$ cat src/rtl/elh_ram.sv
// generic single port write, single port read ram with registered read
module elh_ram #(
   parameter int WIDTH = 32,
   parameter int DEPTH = 128
) (
   input  logic                     clock,
   input  logic                     wr_en,
   input  logic [$clog2(DEPTH)-1:0] wr_addr,
   input  logic [WIDTH-1:0]         wr_data,
   input  logic [$clog2(DEPTH)-1:0] rd_addr,
   output logic [WIDTH-1:0]         rd_data
);

   logic [WIDTH-1:0] storage_ff [DEPTH];
   logic [WIDTH-1:0] rd_data_ff;

   // write port and registered read port
   always_ff @(posedge clock) begin
      if (wr_en) begin
         storage_ff[wr_addr] <= wr_data;
      end
      rd_data_ff <= storage_ff[rd_addr];
   end

   assign rd_data = rd_data_ff;

endmodule

$ cat config.mk
export PLATFORM = sky130hd
export DESIGN_NAME = elh_ram
export DESIGN_NICKNAME = d
export VERILOG_FILES = /design/src/rtl/elh_ram.sv
export SDC_FILE = /design/constraint.sdc
export NUM_CORES = 2
export LEC_CHECK = 0
export BUFFER_PORTS_ARGS = -buffer_cell sky130_fd_sc_hd__buf_2
export CAP_MARGIN = 20
export CORE_ASPECT_RATIO = 0.9
export CORE_UTILIZATION = 64
export DETAILED_ROUTE_END_ITERATION = 7
export PLACE_DENSITY_LB_ADDON = 0.15
export SLEW_MARGIN = 25
export SYNTH_ARGS = -nofsm -noshare
export SYNTH_HDL_FRONTEND = slang
export SYNTH_SLANG_ARGS = --single-unit
$ cat constraint.sdc
create_clock -name clock -period 8.1 [get_ports clock]
set_clock_uncertainty 0.1 [all_clocks]
set_input_delay 1.62 -clock clock [delete_from_list [all_inputs] [get_ports clock]]
set_output_delay 1.62 -clock clock [all_outputs]
set_load 0.1 [all_outputs]
# After elaboration in Yosys (flattened, before gate mapping)
# Memory sizes are Yosys's and may differ from the RTL's. A register that Yosys moved wholly into a read port is not among the register bits.
# Cells that the tools add are included.
[word_totals]
regBits = 0
ram_bits = 4096
in_bits = 48
output_inout_bits = 32
wordCells = 3
mem_count = 1
[memory_table]
columns = ["memory", "words", "word_bits", "read_ports", "rd_ports_with_merged_regs", "wr", "line", "rtl"]
rows = [
  ["storage_ff", 128, 32, 1, 1, 1, "14", "logic [WIDTH-1:0] storage_ff [DEPTH];"],
]
[classes]
mux = 2
[op_table]
columns = ["operator", "n"]
rows = [
  ["1-bit 2-to-1 mux", 2],
]

# Logic depth before layout (Yosys ltp)
[logic_depth]
ltp_word = 2
ltp_mapped = 8
ltp_nobuf = 4

# Least setup slack after synthesis
# Ideal clock, no wire load.
[synth_timing]
path_kind = "input to register"
startpoint = "in wr_en"
endpoint = "mem storage_ff[98][0] (enable)"
setup_ns = 0.461
t_arrival_ns = 4.398
required_ns = 7.539
path_slack_ns = 3.141
stages = 3
path_buffers = 1
cell_sequence = "clkbuf_1 > nand4_1 > nor3_1"
[synth_between]
elab_chain_len = 2
[synth_lines]
columns = ["item", "line", "rtl"]
rows = [
  ["from (decl)", "7", "input logic wr_en,"],
  ["1-bit 2-to-1 mux", "19", "if (wr_en) begin"],
  ["1-bit 2-to-1 mux (implied by the code)", "20", "storage_ff[wr_addr] <= wr_data;"],
  ["to (decl)", "14", ""],
]
# Every way passes these cells.

==> impl_metrics.env <==
export IMPL_syn2layout_area_growth_pct=12.20
export IMPL_p_leak_uw=0.05381
export IMPL_synth_cells=5990
export IMPL_maxCapViolCount=0
export IMPL_via_per_inst=7.232
export IMPL_tightestPinTransition_ps=1073
export IMPL_grt_usage_pct=32.58
export IMPL_place_inst=9177
export IMPL_grt_pass1_vias=71900
export IMPL_tns_ps=0
export IMPL_drv_slew=0
export IMPL_total_power_uw=44420
export IMPL_nFillCells=12810
export IMPL_ys_warn_count=0
export IMPL_setup_viol=0
export IMPL_start_util_pct=64.58
export IMPL_cts_hold_buf=0
export IMPL_post_route_period_util_pct=56.41
export IMPL_irDropWorstVdd_mv=0.2857
export IMPL_cts_resized=0
export IMPL_cpMaxStageDelayCell="mux4_2"
export IMPL_cts_made_buffers=399
export IMPL_final_area_sq_mm=0.1753
export IMPL_cpMostUsedCell="mux4_2"
export IMPL_grt_first_pass_wirelength_microns=546300
export IMPL_timing_rr_start="storage_ff[22][29]"
export IMPL_timing_worst_setup_path_type="in2reg"
export IMPL_drt_iter0_drc=10840
export IMPL_cp_required_ps=8850
export IMPL_cts_root_buf="clkbuf_16"
export IMPL_hold_viol_final=0
export IMPL_place_hpwl_microns=203300
export IMPL_gp_congestion=0.8420
export IMPL_clkTransAtPathRegs_ps=60
export IMPL_path_buf_inv=3
export IMPL_die_width_microns=522.9
export IMPL_drive_above_1_share_pct=35.39
export IMPL_fp_dieH_microns=470.8
export IMPL_dp_slack_ps=2671
export IMPL_overflow=0
export IMPL_cellPowerDensity_mw_per_mm2=253.3
export IMPL_worstPathCellList="buf_8, buf_4, buf_4, mux4_2, mux4_2, mux4_2, mux2_2"
export IMPL_syn_nets=6038
export IMPL_dr_pass1_iters=5
export IMPL_pin_count=80
export IMPL_min_period_ps=4569
export IMPL_final_cells=9906
export IMPL_crit_path_end_kind="flip-flop"
export IMPL_rsz0062_at_grt="no"
export IMPL_holdPathEnd="storage_ff[17][16]"
export IMPL_final_antenna_net_count=0
export IMPL_finalNetCount=6426
export IMPL_wl_per_cell_microns=39.47
export IMPL_hold_class="in2reg"
export IMPL_critical_path_peak_fanout=81
export IMPL_fmax_mhz=218.9
export IMPL_min_path_cells=1
export IMPL_ff2ff_setup_slack_ps=5330
export IMPL_post_cts_buffers=0
export IMPL_postLayoutSetupSlackWorst_ps=3531
export IMPL_antenna_found_initial=53
export IMPL_drc=0
export IMPL_ys_seq_area_share_pct=79.12
export IMPL_grt_max_degree=116
export IMPL_arrival_ps=5320
export IMPL_synth_area_sq_mm=0.1563
export IMPL_synth_cell_type_count=17
export IMPL_num_rows=171
export IMPL_crit_family="multiplexers"
export IMPL_slew_headroom_pct=28.46
export IMPL_hp_start="wr_data[16]"
export IMPL_portBuffers=79
export IMPL_worstSetupStartpointType="input port"
export IMPL_syn_area_per_cell_sq_um=26.09
export IMPL_wl_microns=391000
export IMPL_cts_tree="done"
export IMPL_htree_levels=5
export IMPL_dpl_instance_area_sq_mm=0.1625
export IMPL_insertion_delay_ps=980
export IMPL_r2r_end="rd_data[29]"
export IMPL_vias=71640
export IMPL_r2r_cells=4
export IMPL_cts_sinks=4128
export IMPL_clk_path_buf_depth=4
export IMPL_core_sq_mm=0.2420
export IMPL_synth_seq_cells=4128
export IMPL_critPathMaxStageDelay_ps=640
export IMPL_die_area_sq_mm=0.2462
export IMPL_status="completed"
==> cells in the final DEF, fill, tap and decap left out <==
cell type / synthesis / routed
buf_12: 0 / 31
buf_2: 79 / 41
buf_4: 3 / 227
buf_6: 2 / 1
buf_8: 0 / 3
bufinv_16: 0 / 44
clkbuf_1: 182 / 71
clkbuf_16: 0 / 407
clkbuf_8: 0 / 12
clkinv_1: 0 / 81
clkinv_2: 0 / 64
clkinv_4: 0 / 1
clkinv_8: 0 / 2
clkinvlp_4: 0 / 11
dfxtp_1: 32 / 32
diode_2: 0 / 31
edfxtp_1: 4096 / 4096
inv_16: 0 / 1
inv_6: 0 / 4
mux2_2: 32 / 32
mux4_2: 1344 / 1344
nand2_1: 14 / 11
nand2_2: 0 / 3
nand2b_1: 2 / 2
nand3_1: 12 / 8
nand3_2: 0 / 4
nand4_1: 3 / 3
nor2_1: 122 / 2
nor2_2: 0 / 1
nor2_4: 0 / 119
nor2b_1: 7 / 6
nor2b_2: 0 / 1
nor3_2: 0 / 9
or3_1: 1 / 1
==> final cells by class <==
cell class	count	area (sq um)	area share (%)
clock inverters	208	2125	1.212
flip-flops and latches	4128	123600	70.51
clock buffers	490	10620	6.055
multi-input cells	1546	32300	18.42
diodes	31	77.57	0.04424
repair buffers	303	2586	1.475
well taps	3200	4004	2.283
==> report_power, final <==
part	switching [uW]	internal, uW	total [uW]
clock network	7660	10700	18300
registers	95.5	23600	23700
logic	1570	851	2420
total	9330	35100	44400
==> flip-flops by register name, indices dropped and copies added, names as in the netlist <==
| name | cells |
|---|---|
| rd_data | 32 |
| storage_ff | 4096 |
==> cell usage after synthesis (all sizes together) <==
cell type	instances	area [sq um]
mux2	32	360.4
edfxtp	4096	123000
or3	1	6.260
nor3	9	45.04
nor2b	7	43.79
mux4	1344	30270
nand3	12	60.06
nand4	3	18.77
nand2b	2	12.51
clkbuf	182	683.2
nand2	14	52.55
dfxtp	32	640.6
nor2	122	457.9
buf	134	628.1
==> per-stage QoR <==
stage	util, %	hold WS (ps)
2_1_floorplan	-	973.7
3_5_place_dp	67.16	1002
5_1_grt	72.45	885.8
4_1_cts	72.43	864.4
6_report	72.46	901.7
3_3_place_gp	67.16	997.4
==> worst register-to-register path, delay by kind of cell (launching register included) <==
family / cells / cell delay, ps
multiplexers: 4 / 2170
flip-flops: 1 / 380
==> layer usage <==
layer / share of wire, % / vias up / GRT usage, % / wire, microns
li1: - / 27160 / - / -
met3: 13 / 686 / 9.287 / 51040
met2: 47 / 5189 / 48.48 / 183600
met1: 36 / 38570 / 47.40 / 142300
met4: 3.6 / 30 / 11.34 / 13900
met5: 0.045 / - / 0 / 175
==> cells by family (layout without fill, tap and decap cells) <==
logic type    count (synthesis)  after routing  share of synthesized area, %
simple gates                170            170                        0.4460
mux                        1376           1376                         19.60
flops                      4128           4128                         79.12
other cells                   0             31                             0
buf+inv                     316           1001                        0.8391
==> worst max-delay path by stage <==
stage / from / to / slack [ps] / depth (start not counted)
global placement: rd_addr[0] / rd_data[3] / 2660 / 6
CTS: rd_addr[0] / rd_data[9] / 3630 / 6
global route: rd_addr[0] / rd_data[29] / 3560 / 6
finish: rd_addr[2] / rd_data[9] / 3530 / 7
floorplan: wr_en / storage_ff[98][0] / 3140 / 3
detailed placement: rd_addr[0] / rd_data[9] / 2670 / 6
Note: power is estimated with default switching activity, not from simulation.
