$ cat config.mk
export PLATFORM = sky130hd
export DESIGN_NAME = elh_log2
export DESIGN_NICKNAME = d
export VERILOG_FILES = /design/src/rtl/elh_log2.sv
export SDC_FILE = /design/constraint.sdc
export NUM_CORES = 2
export LEC_CHECK = 0
export BUFFER_PORTS_ARGS = -buffer_cell sky130_fd_sc_hd__buf_2
export CAP_MARGIN = 20
export CORE_MARGIN = 2
export CORE_UTILIZATION = 45
export CTS_CLUSTER_DIAMETER = 50
export DETAILED_ROUTE_END_ITERATION = 10
export GPL_ROUTABILITY_DRIVEN = 1
export HOLD_SLACK_MARGIN = 0.15
export PLACE_DENSITY = 0.65
export SYNTH_ARGS = -nofsm -noshare
export SYNTH_HDL_FRONTEND = slang
export SYNTH_SLANG_ARGS = --single-unit
export TNS_END_PERCENT = 20
$ cat constraint.sdc
create_clock -name clock -period 17.44 [get_ports clock]
set_input_delay 5.232 -clock clock [delete_from_list [all_inputs] [get_ports clock]]
set_output_delay 5.232 -clock clock [all_outputs]
set_load 0.01 [all_outputs]
$ cat src/rtl/elh_log2.sv
// iterative q16 log2: normalize one bit per cycle, then sixteen squarings
module elh_log2 (
   input  logic        clock,
   input  logic        reset,
   input  logic        start,
   input  logic [33:0] x,
   output logic        done,
   output logic [21:0] result
);

   typedef enum logic [2:0] {
      L_IDLE   = 3'b001,
      L_NORM   = 3'b010,
      L_SQUARE = 3'b100
   } log_state_type;

   log_state_type state_ff, state_in;
   logic [33:0] norm_ff, norm_in;
   logic [31:0] mant_ff, mant_in;
   logic [5:0]  exp_ff, exp_in;
   logic [15:0] frac_ff, frac_in;
   logic [3:0]  cnt_ff, cnt_in;
   logic        done_ff, done_in;
   logic [63:0] prod;
   logic [32:0] prod_sh;

   assign prod    = mant_ff * mant_ff;
   assign prod_sh = prod[63:31];

   // normalize, then square and collect one fraction bit per cycle
   always_comb begin
      state_in = state_ff;
      norm_in  = norm_ff;
      mant_in  = mant_ff;
      exp_in   = exp_ff;
      frac_in  = frac_ff;
      cnt_in   = cnt_ff;
      done_in  = 1'b0;
      unique case (state_ff)
         L_IDLE: begin
            if (start) begin
               norm_in = x;
               exp_in  = 6'd33;
               frac_in = '0;
               cnt_in  = '0;
               if (x == '0) begin
                  exp_in  = '0;
                  done_in = 1'b1;
               end else begin
                  state_in = L_NORM;
               end
            end
         end
         L_NORM: begin
            if (norm_ff[33]) begin
               mant_in  = norm_ff[33:2];
               state_in = L_SQUARE;
            end else begin
               norm_in = {norm_ff[32:0], 1'b0};
               exp_in  = exp_ff - 6'd1;
            end
         end
         L_SQUARE: begin
            if (prod_sh[32]) begin
               mant_in = prod_sh[32:1];
               frac_in = {frac_ff[14:0], 1'b1};
            end else begin
               mant_in = prod_sh[31:0];
               frac_in = {frac_ff[14:0], 1'b0};
            end
            cnt_in = cnt_ff + 4'd1;
            if (cnt_ff == 4'd15) begin
               done_in  = 1'b1;
               state_in = L_IDLE;
            end
         end
         default: state_in = L_IDLE;
      endcase
   end

   always_ff @(posedge clock) begin
      if (reset) begin
         state_ff <= L_IDLE;
         done_ff  <= 1'b0;
      end else begin
         state_ff <= state_in;
         done_ff  <= done_in;
      end
      norm_ff <= norm_in;
      mant_ff <= mant_in;
      exp_ff  <= exp_in;
      frac_ff <= frac_in;
      cnt_ff  <= cnt_in;
   end

   assign done   = done_ff;
   assign result = {exp_ff, frac_ff};

endmodule

* Word level (Yosys, flattened, before mapping)
Index checks and enable logic that the tools add are counted.
Word-level totals: register bits 96, input bits 37, logic and storage cells 53
Cells by class: add/sub/neg operators 2, $mul 1, equality and inequality tests 9, mux-type cells 24, reductions and logical operators 9
Operator list (number):
- 2-to-1 mux 34 bit | 2
- case mux 34 bit (2 select lines) | 1
- multiplier 32 x 32 -> 64 bit | 1
- 2-to-1 mux 32 bit | 2
- case mux 32 bit (2 select lines) | 1
- logical NOT 34 bit | 1
- case mux 16 bit (2 select lines) | 1
- 2-to-1 mux 6 bit | 3
- 2-to-1 mux 16 bit | 1
- 2-to-1 mux 3 bit | 4
- case mux 6 bit (2 select lines) | 1
- != test 2 bit, second input constant | 5
- case mux 3 bit (3 select lines) | 1
- case mux 4 bit (2 select lines) | 1
- AND reduction 2 bit | 3
- nonzero test 2 bit | 3
- subtractor 6 x 1 -> 6 bit, second input constant | 1
- adder 4 x 1 -> 4 bit, second input constant | 1
- == test 4 bit, second input constant | 1
- 2-to-1 mux 1 bit | 4
- 2-to-1 mux 4 bit | 1
- AND reduction 4 bit | 1
- == test 3 x 1 -> 1 bit, second input constant | 1
- == test 3 x 2 -> 1 bit, second input constant | 1
- 3 further kinds | 3

* Logic depth before layout (Yosys ltp)
depth in word-level cells 4, mapped depth 31, gate-level depth less buffers 27

* Least setup slack after synthesis
Ideal clock, no wire load.
path type register to register, start reg mant_ff[19], end reg mant_ff[30], data pin, arrival time 8053 ps, setup slack 9130 ps, cell stages (with the launch flop) 28, path buffers 3, cell sequence edfxtp_1 > clkbuf_1 > clkbuf_1 > nand2_1 > fa_1 > inv_1 > fa_1 > inv_1 > fa_1 > fa_1 > inv_1 > fa_1 > fa_1 > fa_1 > inv_1 > fa_1 > inv_1 > ha_1 > clkbuf_1 > nand4_1 > or4_4 > a2111oi_4 > nor3_2 > a31oi_4 > a31oi_4 > xnor2_4 > mux2_1 > a32o_1
On the way: cells in the longest elaborated chain, start to end 3
Ends and longest elaborated chain:
- start: declaration | RTL line 19 | logic [31:0] mant_ff, mant_in;
- start signal: assignment | RTL line 90 | mant_ff <= mant_in;
- multiplier 32 x 32 -> 64 bit | RTL line 27 | assign prod = mant_ff * mant_ff;
- 2-to-1 mux 32 bit | RTL line 64 | if (prod_sh[32]) begin
- case mux 32 bit (2 select lines) | RTL line 39 | unique case (state_ff)
- net mant_in[30] | RTL line 19
The timed path passes the listed nets, and every way through them passes these cells. A chain may end at the register's enable or synchronous reset.

* Worst setup path in the final report
start reg mant_ff[16], end reg mant_ff[30], data pin
The elaborated chain is that of the path after synthesis.

==> qor.csv <==
metric;value;unit
outcome;completed;
clk_pin_slew_worst_paths;70;ps
dr.pass1.iters;5;
crit_cells;25;
antenna_found_initial;1;
num_rows;100;
slew_headroom;0.3001;
wl;84420;um
synth_edf_count;92;
drt_iter0_drc;1286;
nNetsFinal;4622;
critPathArrivalTime;9840;ps
numPortBuffers;59;
track_usage;0.2315;
nFillCells;7039;
cts.path.max_buffers;2;
drv_cap;0;
reg2reg_to;mant_ff[30]$_DFFE_PP_;
fin_tns_setup;0;ps
rr_startpoint;mant_ff[16]$_DFFE_PP_;
fmax;102.8;MHz
cts_hold_buf;0;
pin_count;60;
core_area;74200;sq um
ys_types;69;
final_max_slew_viol_count;0;
post-place-ws;7851;ps
post-route-period-util;0.5579;
drive_above_1_share;0.04086;
setup-violations-final;0;
synth-async-reset-ratio;0;
cts_root_buffer;clkbuf_16;
worst_slack;7710;ps
start_util;0.4528;
crit_slowest_cell;a211oi_1;
finalHoldViolations;0;
path_buf_inv;5;
synthesis.nets;4652;
vias;22860;
crit_required;17550;ps
crit_fanout;34;
synthFlopType;edfxtp_1;
rsz0062_at_grt;no;
synth_area;33600;sq um
hpwl;65890;um
hp-start;frac_ff[14]$_SDFFCE_PN0P_;
min_period;9730;ps
cts_tree;built;
r2r_cells;25;
areaGrowthSynthToFinish;4.737;%
cts_buffers;9;
num_antenna_cells;0;
grt_pass1_vias;25730;
post_cts_buffers;0;
path_class;register to register;
tightest_slew;1050;ps
grt_start_max_net_pins;72;
end_kind;register;
ys_warn_count;0;
critPathLaunchType;register;
synthCells;3525;
cts_sinks;96;
insertion_delay;360;ps
clock_skew;8.445;ps
min_path_type;register to register;
ctsResizeCount;0;
grt_pass1_wl;138300;um
dieArea;76860;sq um
gp_congestion;0.9481;
holdPathStages;1;
synth.yosys.seq_area_share;0.08462;
critical_path.top_delay_family;adder cells;
crit_top_cell;fa_1;
syn_area_per_cell;9.531;sq um
holdWs;546.1;ps
grt-ovfl-total;0;
die_h;277.2;um
wl_per_cell;18.89;um
die_w;277.2;um
drtAntennaViolNets;0;
vias_per_cell;5.115;
cpPeakStageDelay;710;ps
cts_htree_levels;3;
ys_seq_elements;96;
route.detailed.drc;0;
whs_endpoint;frac_ff[15]$_SDFFCE_PN0P_;
crit_start;mant_ff[16]$_DFFE_PP_;
r2r_setup_slack;7710;ps
## logic make-up (layout without fill, tap and decap cells)
| logic type | Yosys count | in the layout | share of synthesized area |
|---|---|---|---|
| mux | 34 | 34 | 0.01020 |
| compound gates | 296 | 296 | 0.05616 |
| flops | 96 | 96 | 0.08462 |
| buf+inv | 1122 | 1097 | 0.1261 |
| fa+ha+maj | 1090 | 1090 | 0.5827 |
| xor+xnor | 82 | 82 | 0.02194 |
| simple gates | 805 | 805 | 0.1183 |
## routing by layer
layer	track usage	wire length (um)	vias to the layer above
li1	-	-	10410
met1	0.2976	33710	11680
met2	0.4110	43220	608
met3	0.02885	4803	162
met4	0.06341	2689	0
met5	0	0	-
## cells in the mapped netlist, drive strengths merged, types with 3 or more instances
cell	instances	share of area
ha	299	0.11
nor2	71	0.0079
nor3	11	0.0018
edfxtp	92	0.082
a21o	31	0.0069
xnor2	43	0.012
o211ai	6	0.0013
nand4	21	0.0039
o221ai	3	0.00078
nand2	354	0.040
fa	791	0.47
and3	3	0.00056
o21a	4	0.00089
o21bai	16	0.0036
and2	248	0.046
or3	6	0.0011
dfxtp	4	0.0024
o21ai	90	0.013
a211oi	9	0.0020
a2111oi	4	0.0016
a21oi	78	0.012
inv	983	0.11
and4	6	0.0016
or2	8	0.0015
nor4	10	0.0019
o31ai	5	0.0011
a31o	9	0.0023
nand3	13	0.0019
a41oi	4	0.0010
nor2b	10	0.0019
buf	5	0.0013
nand2b	39	0.0073
a311oi	3	0.00078
clkbuf	133	0.015
mux2i	32	0.0095
xor2	39	0.010
o22ai	4	0.00074
a21boi	4	0.00089
a31oi	11	0.0029
## worst register-to-register path: stages, from the launching register on
cell and delay [ps]:
edfxtp_1 340, buf_4 410, clkinv_1 590, nor2_1 410
fa_1 500, fa_1 490, fa_1 510, inv_1 50
fa_1 470, inv_1 50, fa_1 480, fa_1 560
fa_1 440, fa_1 490, ha_1 360, a21oi_1 170
o21ai_0 150, a211oi_1 710, a2111oi_4 170, nor3_2 500
a31oi_4 200, a31oi_4 220, xnor2_4 130, buf_4 480
mux2_1 380, a32o_1 220
## worst max path at each step
| stage | to |
|---|---|
| 2_1_floorplan | mant_ff[30]$_DFFE_PP_ |
| 3_3_place_gp | mant_ff[30]$_DFFE_PP_ |
| 3_5_place_dp | mant_ff[30]$_DFFE_PP_ |
| 4_1_cts | mant_ff[30]$_DFFE_PP_ |
| 5_1_grt | mant_ff[30]$_DFFE_PP_ |
| 6_report | mant_ff[30]$_DFFE_PP_ |
## metrics by stage
step | area [sq um] | util | std cells
2_1_floorplan | 33600 | - | 3525
3_3_place_gp | 34860 | 0.4698 | 4451
3_5_place_dp | 34860 | 0.4698 | 4451
4_1_cts | 35150 | 0.4738 | 4467
5_1_grt | 35190 | 0.4743 | 4469
6_report | 35190 | 0.4743 | 4469
## cells in the final DEF, fill, tap and decap left out, types with 5 or more instances in the layout
cell	Yosys	final
a211oi_1	9	9
a21o_1	31	31
a21oi_1	78	76
a31o_2	9	9
a31oi_1	9	9
and2_1	248	248
and4_1	6	6
buf_2	1	59
buf_4	0	36
clkbuf_16	0	9
edfxtp_1	92	92
fa_1	791	791
ha_1	299	299
inv_1	982	982
mux2i_1	32	32
nand2_1	354	354
nand2b_1	39	38
nand3_1	13	13
nand4_1	21	21
nor2_1	71	71
nor2b_1	10	10
nor3_1	10	9
nor4_1	10	10
o211ai_1	6	6
o21ai_0	58	58
o21ai_1	32	32
o21bai_1	16	16
o31ai_1	5	5
or2_2	7	7
or3_1	6	5
xnor2_1	42	42
xor2_1	39	39
## registers in the layout, summed over array words and instances (netlist names)
signal / count
frac_ff: 16
cnt_ff: 4
state_ff: 3
norm_ff: 34
exp_ff: 6
mant_ff: 32
done: 1
## cell type report
type / instances / area (sq um) / share of cell area
Clock buffer: 9 / 225.2 / 0.006400
Clock inverter: 7 / 71.32 / 0.002027
Inverter: 984 / 3694 / 0.1050
Multi-Input combinational cell: 2307 / 26540 / 0.7543
Sequential cell: 96 / 2843 / 0.08079
Tap cell: 969 / 1212 / 0.03446
Timing Repair Buffer: 97 / 600.6 / 0.01707
Power is left out: the tool's default activity adds up to more than one toggle a clock period on the data nets, which glitch-free logic cannot reach.
