--- config.mk ---
export PLATFORM = sky130hd
export DESIGN_NAME = elh_sqrt
export DESIGN_NICKNAME = d
export VERILOG_FILES = /design/src/rtl/elh_sqrt.sv
export SDC_FILE = /design/constraint.sdc
export NUM_CORES = 1
export LEC_CHECK = 0
export BUFFER_PORTS_ARGS = -buffer_cell sky130_fd_sc_hd__buf_2
export CAP_MARGIN = 30
export CORE_MARGIN = 5
export CORE_UTILIZATION = 43
export DETAILED_ROUTE_END_ITERATION = 8
export PLACE_DENSITY = 0.72
export SLEW_MARGIN = 20
export SYNTH_ARGS = -nofsm -noshare
export SYNTH_HDL_FRONTEND = slang
export SYNTH_SLANG_ARGS = --single-unit
--- constraint.sdc ---
create_clock -name clock -period 3.2 [get_ports clock]
set_input_delay 0.32 -clock clock [delete_from_list [all_inputs] [get_ports clock]]
set_output_delay 0.32 -clock clock [all_outputs]
set_load 0.01 [all_outputs]
--- src/rtl/elh_sqrt.sv ---
// iterative floor square root, two radicand bits per cycle
module elh_sqrt (
   input  logic        clock,
   input  logic        reset,
   input  logic        start,
   input  logic [66:0] radicand,
   output logic        done,
   output logic [32:0] root
);

   logic [67:0] rad_ff, rad_in;
   logic [36:0] rem_ff, rem_in;
   logic [33:0] root_ff, root_in;
   logic [5:0]  step_ff, step_in;
   logic        busy_ff, busy_in;
   logic        done_ff, done_in;
   logic [36:0] rem_sh;
   logic [36:0] trial;

   // one restoring step per cycle
   always_comb begin
      rad_in  = rad_ff;
      rem_in  = rem_ff;
      root_in = root_ff;
      step_in = step_ff;
      busy_in = busy_ff;
      done_in = 1'b0;
      rem_sh  = {rem_ff[34:0], rad_ff[67:66]};
      trial   = {1'b0, root_ff, 2'b01};
      if (start) begin
         rad_in  = {1'b0, radicand};
         rem_in  = '0;
         root_in = '0;
         step_in = '0;
         busy_in = 1'b1;
      end else if (busy_ff) begin
         rad_in = {rad_ff[65:0], 2'b00};
         if (rem_sh >= trial) begin
            rem_in  = rem_sh - trial;
            root_in = {root_ff[32:0], 1'b1};
         end else begin
            rem_in  = rem_sh;
            root_in = {root_ff[32:0], 1'b0};
         end
         step_in = step_ff + 6'd1;
         if (step_ff == 6'd33) begin
            busy_in = 1'b0;
            done_in = 1'b1;
         end
      end
   end

   always_ff @(posedge clock) begin
      if (reset) begin
         busy_ff <= 1'b0;
         done_ff <= 1'b0;
      end else begin
         busy_ff <= busy_in;
         done_ff <= done_in;
      end
      rad_ff  <= rad_in;
      rem_ff  <= rem_in;
      root_ff <= root_in;
      step_ff <= step_in;
   end

   assign done = done_ff;
   assign root = root_ff[32:0];

endmodule

## After elaboration in Yosys (flattened, before gate mapping)

Cells that the tools add are included.

- Input bits: 70
- Flip-flop bits (word level): 145
- Output and inout bits: 34

- Multiplexer cells: 8
- Add/sub/neg operators: 2
- $lt $le $gt $ge: 1
- Reduce and logical (&&, ||, !) cells: 2
- Bitwise logic cells: 1
- Eq/ne operators: 1

Operators by type and width:

| kind | number |
|---|---|
| two-way mux 67 bit | 2 |
| greater-or-equal comparator 37 x 36 -> 1 bit | 1 |
| two-way mux 35 bit | 1 |
| subtractor 35 bit | 1 |
| adder 6 x 1 -> 6 bit, second input constant | 1 |
| equality test 6 bit, second input constant | 1 |
| two-way mux 1 bit | 5 |
| OR reduction 3 bit | 1 |
| nonzero test 2 bit | 1 |
| NOT 1 bit | 1 |

## Longest topological paths before layout

Gate-level depths: netlist (run 1).

- Depth in word-level cells: 4
- Gate-level depth with buffers: 13
- Mapped depth without buffers: 11

## Worst setup path after synthesis (run 1)

No wires, ideal clock.

- Kind: input port to flip-flop
- From: input port start
- To: register rad_ff[0] (enable)
- Cell stages on the path: 4
- Data required time: 2.779 ns
- Arrival: 2.291 ns
- Setup slack: 0.488 ns
- Cells stage by stage: clkbuf_1 clkbuf_1 nor2_1 inv_1

- Cells in the longest elaborated chain, start to end: 1

Ends and longest elaborated chain:

| item | line | source |
|---|---|---|
| from (decl) | 5 | `input logic start,` |
| nonzero test 2 bit (no source line) | -- |  |
| to (signal assigned) | 61 | `rad_ff <= rad_in;` |
| to (decl) | 11 | `logic [67:0] rad_ff, rad_in;` |

Every way passes these cells.
A chain may end at the register's enable or synchronous reset.

## Worst setup path in the final report (run 1)

- From: register root_ff[1]
- To: register rem_ff[22]

- Cells in the longest elaborated chain, start to end: 2
- Elaborated cells on any way between the ends: 3
- Those cells by class: 1 x add/sub; 1 x order compare; 1 x mux

Ends and longest elaborated chain:

| item | line | source |
|---|---|---|
| from (decl) | 13 | `logic [33:0] root_ff, root_in;` |
| from (signal assigned) | 63 | `root_ff <= root_in;` |
| subtractor 35 bit / greater-or-equal comparator 37 x 36 -> 1 bit (equally long branches) | 39, 38 |  |
| two-way mux 35 bit (*) | 38 | `if (rem_sh >= trial) begin` |
| to (signal assigned) | 62 | `rem_ff <= rem_in;` |
| to (decl) | 12 | `logic [36:0] rem_ff, rem_in;` |

Mark *: on every way between the ends. The rest lies on a longest branch, timed or not.

==> results of run 1 <==
[placed cells by master, fill, tap and decap left out, types with 12 or more instances in the layout]
cell and n:
ha_1 38, a21oi_1 43, xor2_1 16, nand4_1 12, xnor2_1 15, buf_2 102
nand2_1 82, o21ai_0 17, edfxtp_1 67, inv_1 40, mux2_2 65, nor2_1 89
clkbuf_16 17, dfxtp_1 77, a311oi_1 18, a21o_1 18, mux2i_1 38
[how the worst max path moves through the flow]
| stage | startpoint | to | slack (ps) | depth (start not counted) |
|---|---|---|---|---|
| floorplan | start | rad_ff[0]$_SDFFCE_PN0P_ | 490 | 4 |
| global placement | root_ff[22]$_SDFFE_PP0P_ | rem_ff[15]$_SDFFE_PP0P_ | 410 | 12 |
| detailed placement | root_ff[1]$_SDFFE_PP0P_ | rem_ff[32]$_SDFFE_PP0P_ | 280 | 11 |
| CTS | root_ff[1]$_SDFFE_PP0P_ | rem_ff[22]$_SDFFE_PP0P_ | 230 | 10 |
| global route | root_ff[4]$_SDFFE_PP0P_ | rem_ff[20]$_SDFFE_PP0P_ | 7 | 10 |
| finish | root_ff[1]$_SDFFE_PP0P_ | rem_ff[22]$_SDFFE_PP0P_ | 270 | 10 |
[kinds of logic (layout without fill, tap and decap cells)]
family,after synthesis,count (layout),share of synthesized area
compound gates,161,161,0.144
xor+xnor,31,31,0.0329
fa+ha+maj,38,38,0.0575
buf+inv,117,183,0.0742
flops,145,145,0.432
mux,103,103,0.135
simple gates,232,232,0.125
[cell type report]
cell class | count | area [sq um] | area share
Tap cell | 260 | 325 | 0.0350
Multi-Input combinational cell | 565 | 4080 | 0.438
Clock inverter | 15 | 165 | 0.0177
Timing Repair Buffer | 110 | 583 | 0.0626
Clock buffer | 17 | 425 | 0.0457
Inverter | 41 | 154 | 0.0165
Sequential cell | 145 | 3580 | 0.384
[layer usage]
layer	global-route usage	part of all wire	up-vias
li1	-	-	3020
met1	0.204	0.46	2823
met2	0.256	0.46	119
met3	0.0545	0.063	22
met4	0.0383	0.011	4
met5	0	0.0016	-
[worst max-delay path: stages, from the launching register on]
cell and delay [ps]:
dfxtp_1 370, inv_1 60, ha_1 330, or2_1 230
a21o_1 230, a31oi_2 240, o21ai_2 130, a211oi_4 360
o21a_4 440, nand2_1 130, a311oi_1 280
[per-stage QoR]
stage / utilization / setup slack [ps]
floorplan: - / 488
global placement: 0.463 / 407
detailed placement: 0.463 / 277
CTS: 0.494 / 228
global route: 0.494 / 6.81
finish: 0.494 / 265
[sequential cells by signal (all words and copies together) (netlist names)]
signal / count
root_ff: 34
done: 1
step_ff: 6
rem_ff: 35
busy_ff: 1
rad_ff: 68
[power by group through the flow]
stage               Sequential (uW)  Clock [uW]  Combinational, uW
global placement               2330           0               3210
global route                   2330        2130               3660
finish                         2300        1990               3270
floorplan                      2290           0               2760
CTS                            2300        2040               3290
detailed placement             2340           0               3250
==> impl_metrics.ini, run 1 <==
[setup_path]
rrSetupSlack_ps = 270
r2r_start = root_ff[1]$_SDFFE_PP0P_
end_kind = register
ff2ff_path_depth = 10
cp.required_ps = 3520
cp.arrival_ps = 3260
r2r-end = rem_ff[22]$_SDFFE_PP0P_
start_kind = register
timing_worst_setup_path_type = register to register
crit_path_max_fanout = 32

[cells_and_area]
fin_area_sq_um = 9310
area_growth_pct = 12.6
fill_cells = 1743
layout.nets = 988
antennaDiodeCount = 0
drive_gt1_frac = 0.260
final_cells = 1153

[placement]
place_inst = 1121
hpwl_mm = 11.9
port_buffers = 103
place_congestion = 0.836
placed_cell_area_sq_um = 8720

[clock_tree]
cts-htree-levels = 4
ctsResizeCount = 0
numCtsBuffers = 17
post_cts_buffers = 0
cts_tree = built
worstSkewPairLatency_ps = 420
holdBufCountCts = 0
root_buffer = clkbuf_16
cts_buffer_depth = 2
clk_pin_slew_ps = 70
clock-sinks = 145

[global_routing]
overflow = 0
grt_pass1_vias = 6002
grt_use_total = 0.158
grt_pass1_wl_mm = 28.9
grt_max_degree = 143
antenna_found_initial = 2

[synthesis]
ys_ff_latch = 145
synth_top_area_share = 0.243
synth_warnings = 0
synth_most_common_cell = nor2_1
synth_nets = 935
syn-cell-area_sq_um = 8260
synth_top_cell_by_area = edfxtp_1
yosysUniqueCellTypes = 63
async_flop_share = 0
ys_seq_area_frac = 0.432
yosys-top-cells-area = edfxtp_1 24%, dfxtp_1 19%, mux2_2 8.9%
syn_avg_cell_area_sq_um = 9.99
synth_edf_count = 67
synthFlopType = dfxtp_1
ys_top_cells_by_count = 89 x nor2_1, 82 x nand2_1, 78 x dfxtp_1
synthCells = 827

[power_and_ir_drop]
clkPwrFrac = 0.263
power_frac_seq = 0.304
p_int_uw = 4630
power_uw = 7560
powerDensity_nw_per_um2 = 812
p_sw_uw = 2930
comb_power_share = 0.433
power_leakage_uw = 0.00379
max-vdd-ir-drop_uv = 461
switching_share = 0.387

[min_path]
holdPathEnd = busy_ff$_SDFF_PP0_
hold_depth = 2
min-delay-start = reset
hold_path_class = input pin to register

[floorplan]
start_util = 0.439
core_area_sq_um = 18800
dieArea_sq_um = 22100
ioPinCount = 104
rows = 50
die_x_um = 149
fp.dieH_um = 149

[flow_run]
drv_cap = 0

[drt]
wl_per_cell_um = 14.8
num_vias = 5988
via_per_inst = 5.19
finalWirelength_mm = 17.1
drt_iter0_drc = 312
antenna_left = 0
drc = 0
dr.pass1.iters = 4

[outcome]
run_status = finished, final reports clean

[timing]
maxSlewHeadroom = 0.488
fin_crit_sh = 0.917
clock.fmax_mhz = 341
hold_viol = 0
rsz0062_at_grt = false
finalSetupViolCount = 0
clock_skew_ps = 10.8
setup_tns_ps = 0
tightest_slew_ps = 768
whs_ps = 59.1
slew_viol_final = 0
finalCriticalPeriod_ps = 2930
Power figures use the tool's default switching activity.
==> run 2: changes to the inputs <==
==> constraint.sdc (replaced) <==
create_clock -name clock -period 3.2 [get_ports clock]
set_input_delay 0.48 -clock clock [delete_from_list [all_inputs] [get_ports clock]]
set_output_delay 0.48 -clock clock [all_outputs]
set_load 0.01 [all_outputs]
==> run 2 against run 1 <==
Against the previous run:
- worst hold slack better by 160 ps
- power is 0.85% higher
- die area stayed put
- cell count about the same
- count of clock-buffer cells in the layout unchanged
- non-clock buffer count shrank 1
- flip-flop and latch count unchanged
- setup slack better by 13 ps
- combinational power hardly changed
- critical path type unchanged
- critical path depth unchanged
- register-to-register slack is essentially flat
==> impl_metrics.ini, run 2 (synthesis results as in run 1) <==
[outcome]
run_status = finished, final reports clean

[setup_path]
cp.required_ps = 3530
cp_slowest_stage_delay_ps = 460
ff2ff_path_depth = 10
r2r_start = root_ff[1]$_SDFFE_PP0P_
crit_path_max_fanout = 32
timing_worst_setup_path_type = register to register
slowest_stage = o21a_4
cp.arrival_ps = 3250
start_kind = register
r2r-end = rem_ff[27]$_SDFFE_PP0P_
rrSetupSlack_ps = 280
end_kind = register
crit_chain = inv_1, ha_1, or2_1, a21o_1, a31oi_2, o21ai_2, a211oi_4, o21a_4, nand2_1, a311oi_2

[drt]
num_vias = 5987
antenna_left = 0
finalWirelength_mm = 17.1
dr.pass1.iters = 5
via_per_inst = 5.20
drc = 0
drt_iter0_drc = 245
wl_per_cell_um = 14.8

[timing]
clock.fmax_mhz = 342
finalSetupViolCount = 0
rsz0062_at_grt = false
fin_crit_sh = 0.913
clock_skew_ps = 11.2
setup_tns_ps = 0
fin_ws_ps = 278
maxSlewHeadroom = 0.451
finalCriticalPeriod_ps = 2920
slew_viol_final = 0
hold_viol = 0
tightest_slew_ps = 824
whs_ps = 222

[floorplan]
start_util = 0.439
core_area_sq_um = 18800
ioPinCount = 104
dieArea_sq_um = 22100
die_x_um = 149
rows = 50
fp.dieH_um = 149

[cells_and_area]
fin_area_sq_um = 9320
drive_gt1_frac = 0.259
fill_cells = 1762
top_register = rad_ff
largest_reg_flops = 68
top_regs = rad_ff x68, rem_ff x35, root_ff x34
final_cell_mix = 102 x buf_2, 89 x nor2_1, 82 x nand2_1
final_common_cell = buf_2
seq_area_sq_um = 3580
layout.nets = 987
area_growth_pct = 12.8
fin_util = 0.495
antennaDiodeCount = 0
multi_input_area_sq_um = 4080

[min_path]
holdPathEnd = busy_ff$_SDFF_PP0_
hold_path_class = input pin to register
hold_depth = 2
min-delay-start = reset

[power_and_ir_drop]
power_leakage_uw = 0.00379
max-vdd-ir-drop_uv = 555
powerDensity_nw_per_um2 = 818

[global_routing]
antenna_found_initial = 2
grt_pass1_vias = 5906
overflow = 0
grt_max_degree = 143
grt_pass1_wl_mm = 28.5
grt_use_total = 0.156

[clock_tree]
clock-sinks = 145
numCtsBuffers = 17
holdBufCountCts = 0
ctsResizeCount = 0
cts-htree-levels = 4
cts_tree = built
post_cts_buffers = 0
clk_pin_slew_ps = 60
worstSkewPairLatency_ps = 430
root_buffer = clkbuf_16
cts_buffer_depth = 2

[placement]
pre_cts_slack_ps = 325
hpwl_mm = 11.6
port_buffers = 103
place_congestion = 0.829
placed_cell_area_sq_um = 8710

[flow_run]
drv_cap = 0
run 2: changes by cell type in the layout (fill, tap and decap cells not counted):
cell        before  now
clkinv_4         3    1
buf_4            7    6
bufinv_16        1    2
clkinvlp_4       1    2
inv_6            4    3
inv_8            4    5
run 2: critical path, delay by kind of cell (launching register included):
kind,cells,cell delay [ps]
AO/OA/AOI/OAI,6,1670
flip-flops,1,380
AND/OR/NAND/NOR,2,380
adder cells (fa/ha/maj),1,330
buffers and inverters,1,60
run 2: final cells by class:
class                   instances  area share
multi-input cells             565       0.437
flip-flops and latches        145       0.384
repair buffers                109      0.0617
clock buffers                  17      0.0456
well taps                     260      0.0349
clock inverters                15      0.0201
inverters                      41      0.0165
run 2: layer usage:
| metal | GRT usage | vias up | share of wire |
|---|---|---|---|
| met1 | 0.201 | 2804 | 0.45 |
| li1 | - | 3022 | - |
| met3 | 0.0597 | 21 | 0.069 |
| met5 | 0 | - | 0.0012 |
| met4 | 0.0416 | 4 | 0.011 |
| met2 | 0.246 | 136 | 0.47 |
run 2: power breakdown:
group,internal (uW),switching [uW]
Clock,1190,871
Combinational,1350,1920
Sequential,2170,126
Total,4710,2910
run 2: worst max path at each step:
stage / start / to / slack, ps / depth (start not counted)
finish: root_ff[1]$_SDFFE_PP0P_ / rem_ff[27]$_SDFFE_PP0P_ / 280 / 10
global route: root_ff[20]$_SDFFE_PP0P_ / rem_ff[20]$_SDFFE_PP0P_ / 10 / 10
CTS: root_ff[1]$_SDFFE_PP0P_ / rem_ff[27]$_SDFFE_PP0P_ / 270 / 10
detailed placement: root_ff[1]$_SDFFE_PP0P_ / rem_ff[32]$_SDFFE_PP0P_ / 320 / 11
global placement: root_ff[1]$_SDFFE_PP0P_ / rem_ff[27]$_SDFFE_PP0P_ / 400 / 10
floorplan: start / rad_ff[0]$_SDFFCE_PN0P_ / 330 / 4
run 2: per-stage QoR:
step	power (uW)	std cells
3_5_place_dp	5560	1120
5_1_grt	8160	1152
3_3_place_gp	5540	1120
4_1_cts	7680	1152
2_1_floorplan	5060	827
6_report	7620	1152
