--- src/rtl/elh_div.sv ---
// restoring divider, one quotient bit per cycle
module elh_div #(
   parameter int NW = 41
) (
   input  logic          clock,
   input  logic          reset,
   input  logic          start,
   input  logic [NW-1:0] dividend,
   input  logic [32:0]   divisor,
   output logic          done,
   output logic [NW-1:0] quotient
);

   localparam int SW = $clog2(NW + 1);

   logic [NW-1:0] num_ff, num_in;
   logic [NW-1:0] quo_ff, quo_in;
   logic [32:0]   den_ff, den_in;
   logic [32:0]   rem_ff, rem_in;
   logic [SW-1:0] step_ff, step_in;
   logic          busy_ff, busy_in;
   logic          done_ff, done_in;
   logic [33:0]   rem_sh;
   logic [33:0]   rem_sub;

   assign rem_sh  = {rem_ff, num_ff[NW-1]};
   assign rem_sub = rem_sh - {1'b0, den_ff};

   // shift in a dividend bit, subtract when it fits
   always_comb begin
      num_in  = num_ff;
      quo_in  = quo_ff;
      den_in  = den_ff;
      rem_in  = rem_ff;
      step_in = step_ff;
      busy_in = busy_ff;
      done_in = 1'b0;
      if (start) begin
         num_in  = dividend;
         den_in  = divisor;
         quo_in  = '0;
         rem_in  = '0;
         step_in = '0;
         busy_in = 1'b1;
      end else if (busy_ff) begin
         num_in = {num_ff[NW-2:0], 1'b0};
         if (rem_sh >= {1'b0, den_ff}) begin
            rem_in = rem_sub[32:0];
            quo_in = {quo_ff[NW-2:0], 1'b1};
         end else begin
            rem_in = rem_sh[32:0];
            quo_in = {quo_ff[NW-2:0], 1'b0};
         end
         step_in = step_ff + SW'(1);
         if (step_ff == SW'(NW - 1)) begin
            busy_in = 1'b0;
            done_in = 1'b1;
         end
      end
   end

   always_ff @(posedge clock) begin
      if (reset) begin
         busy_ff <= 1'b0;
         done_ff <= 1'b0;
      end else begin
         busy_ff <= busy_in;
         done_ff <= done_in;
      end
      num_ff  <= num_in;
      quo_ff  <= quo_in;
      den_ff  <= den_in;
      rem_ff  <= rem_in;
      step_ff <= step_in;
   end

   assign done     = done_ff;
   assign quotient = quo_ff;

endmodule

--- config.mk ---
export PLATFORM = sky130hd
export DESIGN_NAME = elh_div
export DESIGN_NICKNAME = d
export VERILOG_FILES = /design/src/rtl/elh_div.sv
export SDC_FILE = /design/constraint.sdc
export NUM_CORES = 1
export LEC_CHECK = 0
export BUFFER_PORTS_ARGS = -buffer_cell sky130_fd_sc_hd__buf_4
export CAP_MARGIN = 0
export CORE_MARGIN = 10
export CORE_UTILIZATION = 25
export CTS_CLUSTER_DIAMETER = 200
export CTS_CLUSTER_SIZE = 14
export DETAILED_ROUTE_END_ITERATION = 10
export PLACE_DENSITY = 0.52
export SLEW_MARGIN = 10
export SYNTH_ARGS = -nofsm -noshare
export SYNTH_HDL_FRONTEND = slang
export SYNTH_SLANG_ARGS = --single-unit
--- constraint.sdc ---
create_clock -name clock -period 2.9 [get_ports clock]
set_input_delay 0.145 -clock clock [delete_from_list [all_inputs] [get_ports clock]]
set_output_delay 0.145 -clock clock [all_outputs]
set_load 0.02 [all_outputs]
Word level (Yosys, flattened, before mapping)

Cells that the tools add are included.
W data, S select, Z words.

Word-level logic and storage cells: 22
Input port bits: 77
Register bits: 156
Output and inout port bits: 42

Bitwise gates (word level): 1
Mux-type cells: 8
Add/subtract/negate cells: 2
Reduce and logical (&&, ||, !) cells: 2
Equal/unequal tests: 1
$lt $le $gt $ge: 1

Operators by type and width:

| cell                  | number |
|---|---|
| $mux W41              | 2 |
| $ge A34 B33 Y1        | 1 |
| $mux W33              | 1 |
| $sub A33 B33 Y33      | 1 |
| $add A6 B1 Y6 const B | 1 |
| $eq A6 B6 Y1 const B  | 1 |
| $mux W1               | 5 |
| $reduce_or A3 Y1      | 1 |
| $reduce_bool A2 Y1    | 1 |
| $not A1 Y1            | 1 |

Logic depth before layout (Yosys ltp)

Gate-level depths: netlist (run 1).

Word-level depth: 4
Gate-level depth with buffers: 15
Depth with buffers taken out: 13

Least setup slack after synthesis (run 1)

OpenSTA, ideal clock, no wires.

Kind: reg2reg
Start: register num_ff[40]
End: register rem_ff[18]
Period minus slack after synthesis: 2.678 ns
Stages on the path, launching flop included: 15
Data required time: 2.768 ns
Arrival: 2.546 ns
Path buffers: 2
Slack: 0.222 ns
Setup time: 0.132 ns
Path through: edfxtp_1 > inv_1 > ha_1 > inv_1 > fa_1 > a21o_1 > nand3_1 > a311o_1 > nand3_2 > a211oi_2 > nor2_4 > buf_6 > buf_4 > o211ai_1 > a21oi_1

Cells in the longest elaborated chain, start to end: 2
Elaborated cells on any way between the ends: 3
Those cells by class: 1 x add/sub; 1 x order compare; 1 x mux

Ends and longest elaborated chain:

| element                                                   | line   | RTL |
|---|---|---|
| start, declared                                           | 16     | `logic [NW-1:0] num_ff, num_in;` |
| start signal, assigned                                    | 70     | `num_ff <= num_in;` |
| $sub A33 B33 Y33 / $ge A34 B33 Y1 (equally long branches) | 27, 47 |  |
| $mux W33 (*)                                              | 47     | `if (rem_sh >= {1'b0, den_ff}) begin` |
| end signal, assigned                                      | 73     | `rem_ff <= rem_in;` |
| end, declared                                             | 19     | `logic [32:0] rem_ff, rem_in;` |

Mark *: on every way between the ends. The rest lies on a longest branch, timed or not.
A chain may end at the register's enable or synchronous reset.

Worst setup path after layout (run 1)

Start: register num_ff[40]
End: register rem_ff[32]

Same word-level chain as after synthesis.

==> flow_metrics.py, run 1 <==
metrics = {
    "synthesis": {
        "synthTopCellsByCount": "nor2_1, dfxtp_1, edfxtp_1",
        "synth_edf_count": 74,
        "synth_fp_nets": 872,
        "syn_area_um2": 7950,
        "netlist.area_leader.share_pct": 27.9,
        "synth_cell_types": 67,
        "yosysTopAreaCell": "edfxtp_1",
        "yosys_most_used_dff": "dfxtp_1",
        "synth_most_common_cell": "nor2_1",
        "synth_seq_cells": 156,
        "async_flop_share_pct": 0,
        "syn_inst": 759,
        "synth_warnings": 0,
        "ys_top_cells_by_area": "edfxtp_1, dfxtp_1, mux2i_1, mux2_2, ha_1",
        "synth.avg_cell_area_um2": 10.5,
        "yosysSeqAreaShare_pct": 48.6,
    },
    "critical_path": {
        "start_kind": "flip-flop",
        "cp_data_arrival_time_ps": 3120,
        "worstPathRequired_ps": 3190,
        "worstSetupEndpointType": "flip-flop",
        "setup.worst_path.class": "flip-flop to flip-flop",
        "worst-path-max-fanout": 6,
    },
    "grt": {
        "top_usage_layer": "met2",
        "antenna_found_initial": 3,
        "grt_pass1_wl_um": 33600,
        "grt_use_met2_pct": 16.6,
        "grt_use_total_pct": 10.8,
        "overflow": 0,
        "met1_usage_pct": 13.6,
        "use_met3_pct": 4.29,
        "grt_start_max_net_pins": 63,
        "grt_pass1_vias": 6360,
    },
    "clock_network": {
        "cts.sinks": 156,
        "cts.path.max_buffers": 2,
        "htree_levels": 4,
        "path_clk_slew_ps": 70,
        "clkLatencyLatePin_ps": 440,
        "cts-root-buf": "clkbuf_16",
        "cts_tree": "done",
        "cts_made_buffers": 17,
    },
    "sta": {
        "tightest_slew_ps": 711,
        "rsz0062_at_grt": "true",
        "fin_hold_ws_ps": 27.9,
        "period_needed_ps": 2820,
        "slew_viol_final": 0,
        "finalHoldViolCount": 0,
        "setup-tns-final_ps": 0,
        "max_freq_mhz": 354,
        "slew_headroom_pct": 52.6,
        "min_period_over_period_pct": 97.3,
        "setup_violations": 0,
        "fin_skew_ps": 11.4,
    },
    "layout": {
        "fillCellCount": 3116,
        "drive_gt1_share_pct": 28.4,
        "final_core_util_pct": 35.2,
        "area_delta_synth_final_pct": 39.2,
        "instances_no_fill": 1396,
        "nets": 1092,
    },
    "floorplan": {
        "die_h_um": 198,
        "die_w_um": 198,
        "dieArea_um2": 39300,
        "coreArea_um2": 31500,
        "fp-row-count": 65,
        "ios": 119,
        "initial_core_util_pct": 25.3,
    },
    "worst_hold_path": {
        "hp-class": "primary input to flip-flop",
    },
    "route": {
        "post_drt_via_cell_ratio": 4.49,
        "route.vias.total": 6263,
        "finalWirelength_um": 21100,
        "drt_iter0_drc": 266,
        "ant_nets": 0,
        "drc": 0,
        "drt_pass1_iterations": 4,
        "drt-wirelength-per-cell_um": 15.1,
    },
    "flow_run": {
        "maxCapViolations": 0,
    },
    "place": {
        "dp_cells": 1285,
        "detailed_place_hpwl_um": 14200,
        "place.gp.congestion": 0.853,
        "port_buffers": 118,
    },
    "pwr": {
        "power_density_nw_per_um2": 543,
        "p_leak_nw": 4.52,
        "ir_drop_uv": 432,
    },
    "outcome": {
        "status": "complete, no violations",
    },
}
[worst max-delay path: stages, from the launching register on]
cell and delay [ps]:
edfxtp_1 380, inv_1 80, ha_2 180, inv_2 40, fa_2 340, a21o_1 180, nand3_2 80, a311o_1 260
nand3_4 130, a211oi_4 340, nor2_4 150, buf_12 160, a2bb2oi_2 120, mux2i_1 170, a211oi_2 60
[area by class of cell]
| cell class | count | area (um^2) | area share, % |
|---|---|---|---|
| Sequential cell | 156 | 3870 | 34.9 |
| Antenna cell | 2 | 5.00 | 0.0452 |
| Timing Repair Buffer | 238 | 2010 | 18.2 |
| Inverter | 48 | 180 | 1.63 |
| Clock inverter | 15 | 204 | 1.84 |
| Multi-Input combinational cell | 518 | 3870 | 35.0 |
| Clock buffer | 17 | 425 | 3.84 |
| Tap cell | 402 | 503 | 4.54 |
[layout by cell type (no fill, tap or decap), types with 3 or more instances in the layout]
master         instances
a211oi_1              18
a211oi_2               3
a21boi_0               3
a21o_1                 9
a21oi_1               33
a311oi_1               7
a311oi_2               3
a31o_2                 3
and2_1                 6
and3_1                 5
buf_4                163
bufinv_16              3
clkbuf_16             18
dfxtp_1               81
dlygate4sd3_1         70
edfxtp_1              74
ha_1                  32
inv_1                 47
inv_6                  3
inv_8                  3
mux2_2                43
mux2i_1               55
nand2_1               50
nand2b_1               4
nand3_1               11
nand4_1                6
nor2_1                92
nor3_1                 4
o211ai_1               5
o21a_1                 4
o21ai_0               24
o21ai_1                7
o21bai_1               7
or3_1                  4
xnor2_1               15
xor2_1                15
[cell families after synthesis]
family / after synthesis / share of synthesized area (%)
AO/OA/AOI/OAI: 153 / 13.5
AND/OR/NAND/NOR: 198 / 11.2
multiplexers: 100 / 13.4
flip-flops: 156 / 48.6
buffers and inverters: 86 / 4.28
adder cells (fa/ha/maj): 36 / 5.76
XOR/XNOR: 30 / 3.30
[report_power, final]
group          internal, mW  leakage [nW]  switching [mW]
clock network          1.39         0.299            1.03
registers              2.46          1.40          0.0549
logic                 0.532          2.81           0.551
total                  4.38          4.52            1.63
[per-layer routing]
layer / vias to the layer above / wire, um / share of wire, %
met3: 15 / 1580 / 7.5
met2: 139 / 9650 / 46
met5: - / 7 / 0.033
li1: 3166 / - / -
met1: 2941 / 9690 / 46
met4: 2 / 220 / 1.0
[flip-flops by register name (all words and copies together), names as in the netlist]
name	cells
rem_ff	33
step_ff	6
busy_ff	1
done	1
num_ff	41
quotient	41
den_ff	33
[what timing repair did]
action,CTS,global route
gates cloned,0,2
gates resized for setup,2,26
pin swaps,3,19
hold buffers,70,0
setup buffers,0,5
endpoints found under the hold margin,71,0
setup endpoints to repair,8,34
[metrics by stage]
step / instance area [um^2] / setup WS, ps / total power, mW
after detailed placement: 9550 / -13.2 / 3.51
after global routing: 11100 / -41.1 / 6.31
after floorplan: 7950 / 222 / 3.18
final: 11100 / 77.8 / 6.01
after CTS: 10900 / 5.49 / 6.06
after global placement: 9550 / 65.6 / 3.51
[final timing paths]
kind / start / endpoint / slack, ps / cells after the start
worst max-delay path: num_ff[40]$_DFFE_PP_ / rem_ff[32]$_SDFFE_PP0P_ / 80 / 14
worst min-delay path: dividend[11] / num_ff[11]$_DFFE_PP_ / 30 / 2
worst max register to register: num_ff[40]$_DFFE_PP_ / rem_ff[32]$_SDFFE_PP0P_ / 80 / 14
worst min register to register: step_ff[5]$_SDFFE_PP0P_ / done$_SDFF_PP0_ / 480 / 2
No activity file was read; power rests on OpenSTA's default activity.
==> run 2: changes to the inputs <==
--- a/config.mk
+++ b/config.mk
@@ -6,13 +6,14 @@
 export NUM_CORES = 1
 export LEC_CHECK = 0
 export BUFFER_PORTS_ARGS = -buffer_cell sky130_fd_sc_hd__buf_4
-export CAP_MARGIN = 0
+export CELL_PAD_IN_SITES_DETAIL_PLACEMENT = 1
+export CELL_PAD_IN_SITES_GLOBAL_PLACEMENT = 1
 export CORE_MARGIN = 10
 export CORE_UTILIZATION = 25
 export CTS_CLUSTER_DIAMETER = 200
 export CTS_CLUSTER_SIZE = 14
 export DETAILED_ROUTE_END_ITERATION = 10
-export PLACE_DENSITY = 0.52
+export PLACE_DENSITY = 0.61
 export SLEW_MARGIN = 10
 export SYNTH_ARGS = -nofsm -noshare
 export SYNTH_HDL_FRONTEND = slang
==> run 2 against run 1 <==
  * Clock power decreased by 5%
  * Via count increased by 2.2%
  * Clock skew up 1.2 ps
  * Fmax increased by 0.71%
  * Critical path depth down 1
  * Cell count is 0.14% higher
  * Largest cell class unchanged
  * Count of clock-buffer cells in the layout rose by 1
  * Total power is 0.19% lower
  * Wire length is 8.6% higher
==> flow_metrics.py, run 2 (synthesized netlist as in run 1, its figures left out) <==
metrics = {
    "critical_path": {
        "setup.worst_path.class": "flip-flop to flip-flop",
        "reg2reg_slack_ps": 100,
        "r2r-end": "rem_ff[29]$_SDFFE_PP0P_",
        "cp_data_arrival_time_ps": 3090,
        "reg2regPathDepth": 13,
        "worstPathRequired_ps": 3190,
        "worstSetupEndpointType": "flip-flop",
        "r2r-start": "num_ff[40]$_DFFE_PP_",
        "worst-path-max-fanout": 7,
        "start_kind": "flip-flop",
    },
    "outcome": {
        "status": "complete, no violations",
    },
    "pwr": {
        "pwr-share-comb_pct": 19.6,
        "ir_drop_uv": 425,
        "p_sw_mw": 1.74,
        "cellInternalPower_mw": 4.26,
        "clock_power_share_pct": 38.2,
        "power_density_nw_per_um2": 534,
        "p_leak_nw": 4.52,
        "p_sw_share_pct": 29.0,
        "seq_power_share_pct": 42.2,
    },
    "route": {
        "finalWirelength_um": 23000,
        "post_drt_via_cell_ratio": 4.58,
        "ant_nets": 0,
        "drt_pass1_iterations": 4,
        "drc": 0,
        "drt-wirelength-per-cell_um": 16.4,
        "drt_iter0_drc": 211,
        "route.vias.total": 6402,
    },
    "grt": {
        "grt_use_total_pct": 11.8,
        "overflow": 0,
        "grt_pass1_wl_um": 36900,
        "grt_start_max_net_pins": 156,
        "grt_pass1_vias": 6817,
        "antenna_found_initial": 1,
    },
    "sta": {
        "setup-tns-final_ps": 0,
        "finalHoldViolCount": 0,
        "slew_headroom_pct": 35.8,
        "max_freq_mhz": 357,
        "tightest_slew_ps": 963,
        "period_needed_ps": 2800,
        "min_period_over_period_pct": 96.6,
        "fin_hold_ws_ps": 21.4,
        "postLayoutSetupSlackWorst_ps": 97.6,
        "slew_viol_final": 0,
        "setup_violations": 0,
        "rsz0062_at_grt": "true",
        "fin_skew_ps": 12.6,
    },
    "worst_hold_path": {
        "hp-start": "dividend[38]",
        "hp-class": "primary input to flip-flop",
        "min_path_cells": 2,
        "holdPathEnd": "num_ff[38]$_DFFE_PP_",
    },
    "floorplan": {
        "die_w_um": 198,
        "coreArea_um2": 31500,
        "ios": 119,
        "fp-row-count": 65,
        "initial_core_util_pct": 25.3,
        "die_h_um": 198,
        "dieArea_um2": 39300,
    },
    "layout": {
        "area_delta_synth_final_pct": 41.3,
        "fillCellCount": 3463,
        "drive_gt1_share_pct": 31.2,
        "layout_common_cells": "buf_4, nor2_1, dfxtp_1",
        "final_common_cell": "buf_4",
        "nets": 1095,
    },
    "clock_network": {
        "cts-root-buf": "clkbuf_16",
        "cts_made_buffers": 17,
        "path_clk_slew_ps": 70,
        "cts_tree": "done",
        "cts.sinks": 156,
        "clkLatencyLatePin_ps": 440,
        "htree_levels": 4,
        "cts.path.max_buffers": 2,
    },
    "place": {
        "port_buffers": 118,
        "detailed_place_hpwl_um": 15400,
        "place_ws_ps": -234,
        "place.gp.congestion": 0.805,
    },
    "flow_run": {
        "maxCapViolations": 0,
    },
}
run 2: through the flow:
| step | util [%] | total power, mW | instance area [um^2] | std cells |
|---|---|---|---|---|
| global placement | 30.2 | 3.51 | 9510 | 1278 |
| finish | 35.7 | 6.00 | 11200 | 1398 |
| global route | 35.7 | 6.32 | 11200 | 1398 |
| CTS | 34.4 | 5.96 | 10800 | 1378 |
| floorplan | - | 3.18 | 7950 | 759 |
| detailed placement | 30.2 | 3.52 | 9510 | 1278 |
run 2: cell type report:
cell class | instances | area (um^2) | area share (%)
flip-flops and latches | 156 | 3870 | 34.4
diodes | 1 | 2.50 | 0.0223
inverters | 48 | 180 | 1.60
multi-input cells | 518 | 4030 | 35.9
repair buffers | 241 | 2050 | 18.3
clock buffers | 18 | 450 | 4.01
well taps | 402 | 503 | 4.48
clock inverters | 14 | 149 | 1.32
run 2: how the worst max path moves through the flow:
stage	slack [ps]	from	end	cells after the start
2_1_floorplan	220	num_ff[40]$_DFFE_PP_	rem_ff[18]$_SDFFE_PP0P_	14
3_3_place_gp	-150	den_ff[22]$_DFFE_PP_	rem_ff[29]$_SDFFE_PP0P_	11
3_5_place_dp	-230	den_ff[22]$_DFFE_PP_	rem_ff[29]$_SDFFE_PP0P_	11
4_1_cts	3	den_ff[9]$_DFFE_PP_	rem_ff[25]$_SDFFE_PP0P_	11
5_1_grt	-60	num_ff[40]$_DFFE_PP_	rem_ff[15]$_SDFFE_PP0P_	14
6_report	100	num_ff[40]$_DFFE_PP_	rem_ff[29]$_SDFFE_PP0P_	13
run 2: power groups by stage:
stage	Sequential, mW	Clock [mW]	Combinational, mW
4_1_cts	2.52	2.39	1.05
5_1_grt	2.55	2.48	1.29
3_3_place_gp	2.57	0	0.943
3_5_place_dp	2.57	0	0.953
6_report	2.53	2.29	1.17
2_1_floorplan	2.54	0	0.634
run 2: per-layer routing:
metal / share of wire, % / global-route usage (%) / vias up
met5: 0 / 0 / -
met1: 45 / 14.3 / 3117
met2: 48 / 19.4 / 98
li1: - / - / 3171
met3: 5.7 / 4.36 / 16
met4: 1.1 / 2.88 / 0
run 2: what timing repair did:
action / in CTS / in global routing
hold buffers: 67 / 0
setup buffers: 1 / 17
gates cloned: 0 / 2
setup endpoints to repair: 11 / 34
pin swaps: 5 / 32
hold endpoints to repair: 68 / 0
gates resized for setup: 10 / 49
run 2: critical path, stage by stage, from the launching register on:
cell and delay [ps]:
edfxtp_1 380, inv_1 70, ha_1 160, inv_1 50
fa_2 330, a21o_1 190, nand3_2 90, a311o_1 260
nand3_4 130, a211oi_4 330, nor2_4 160, mux2_2 290
mux2i_1 130, a211oi_1 60
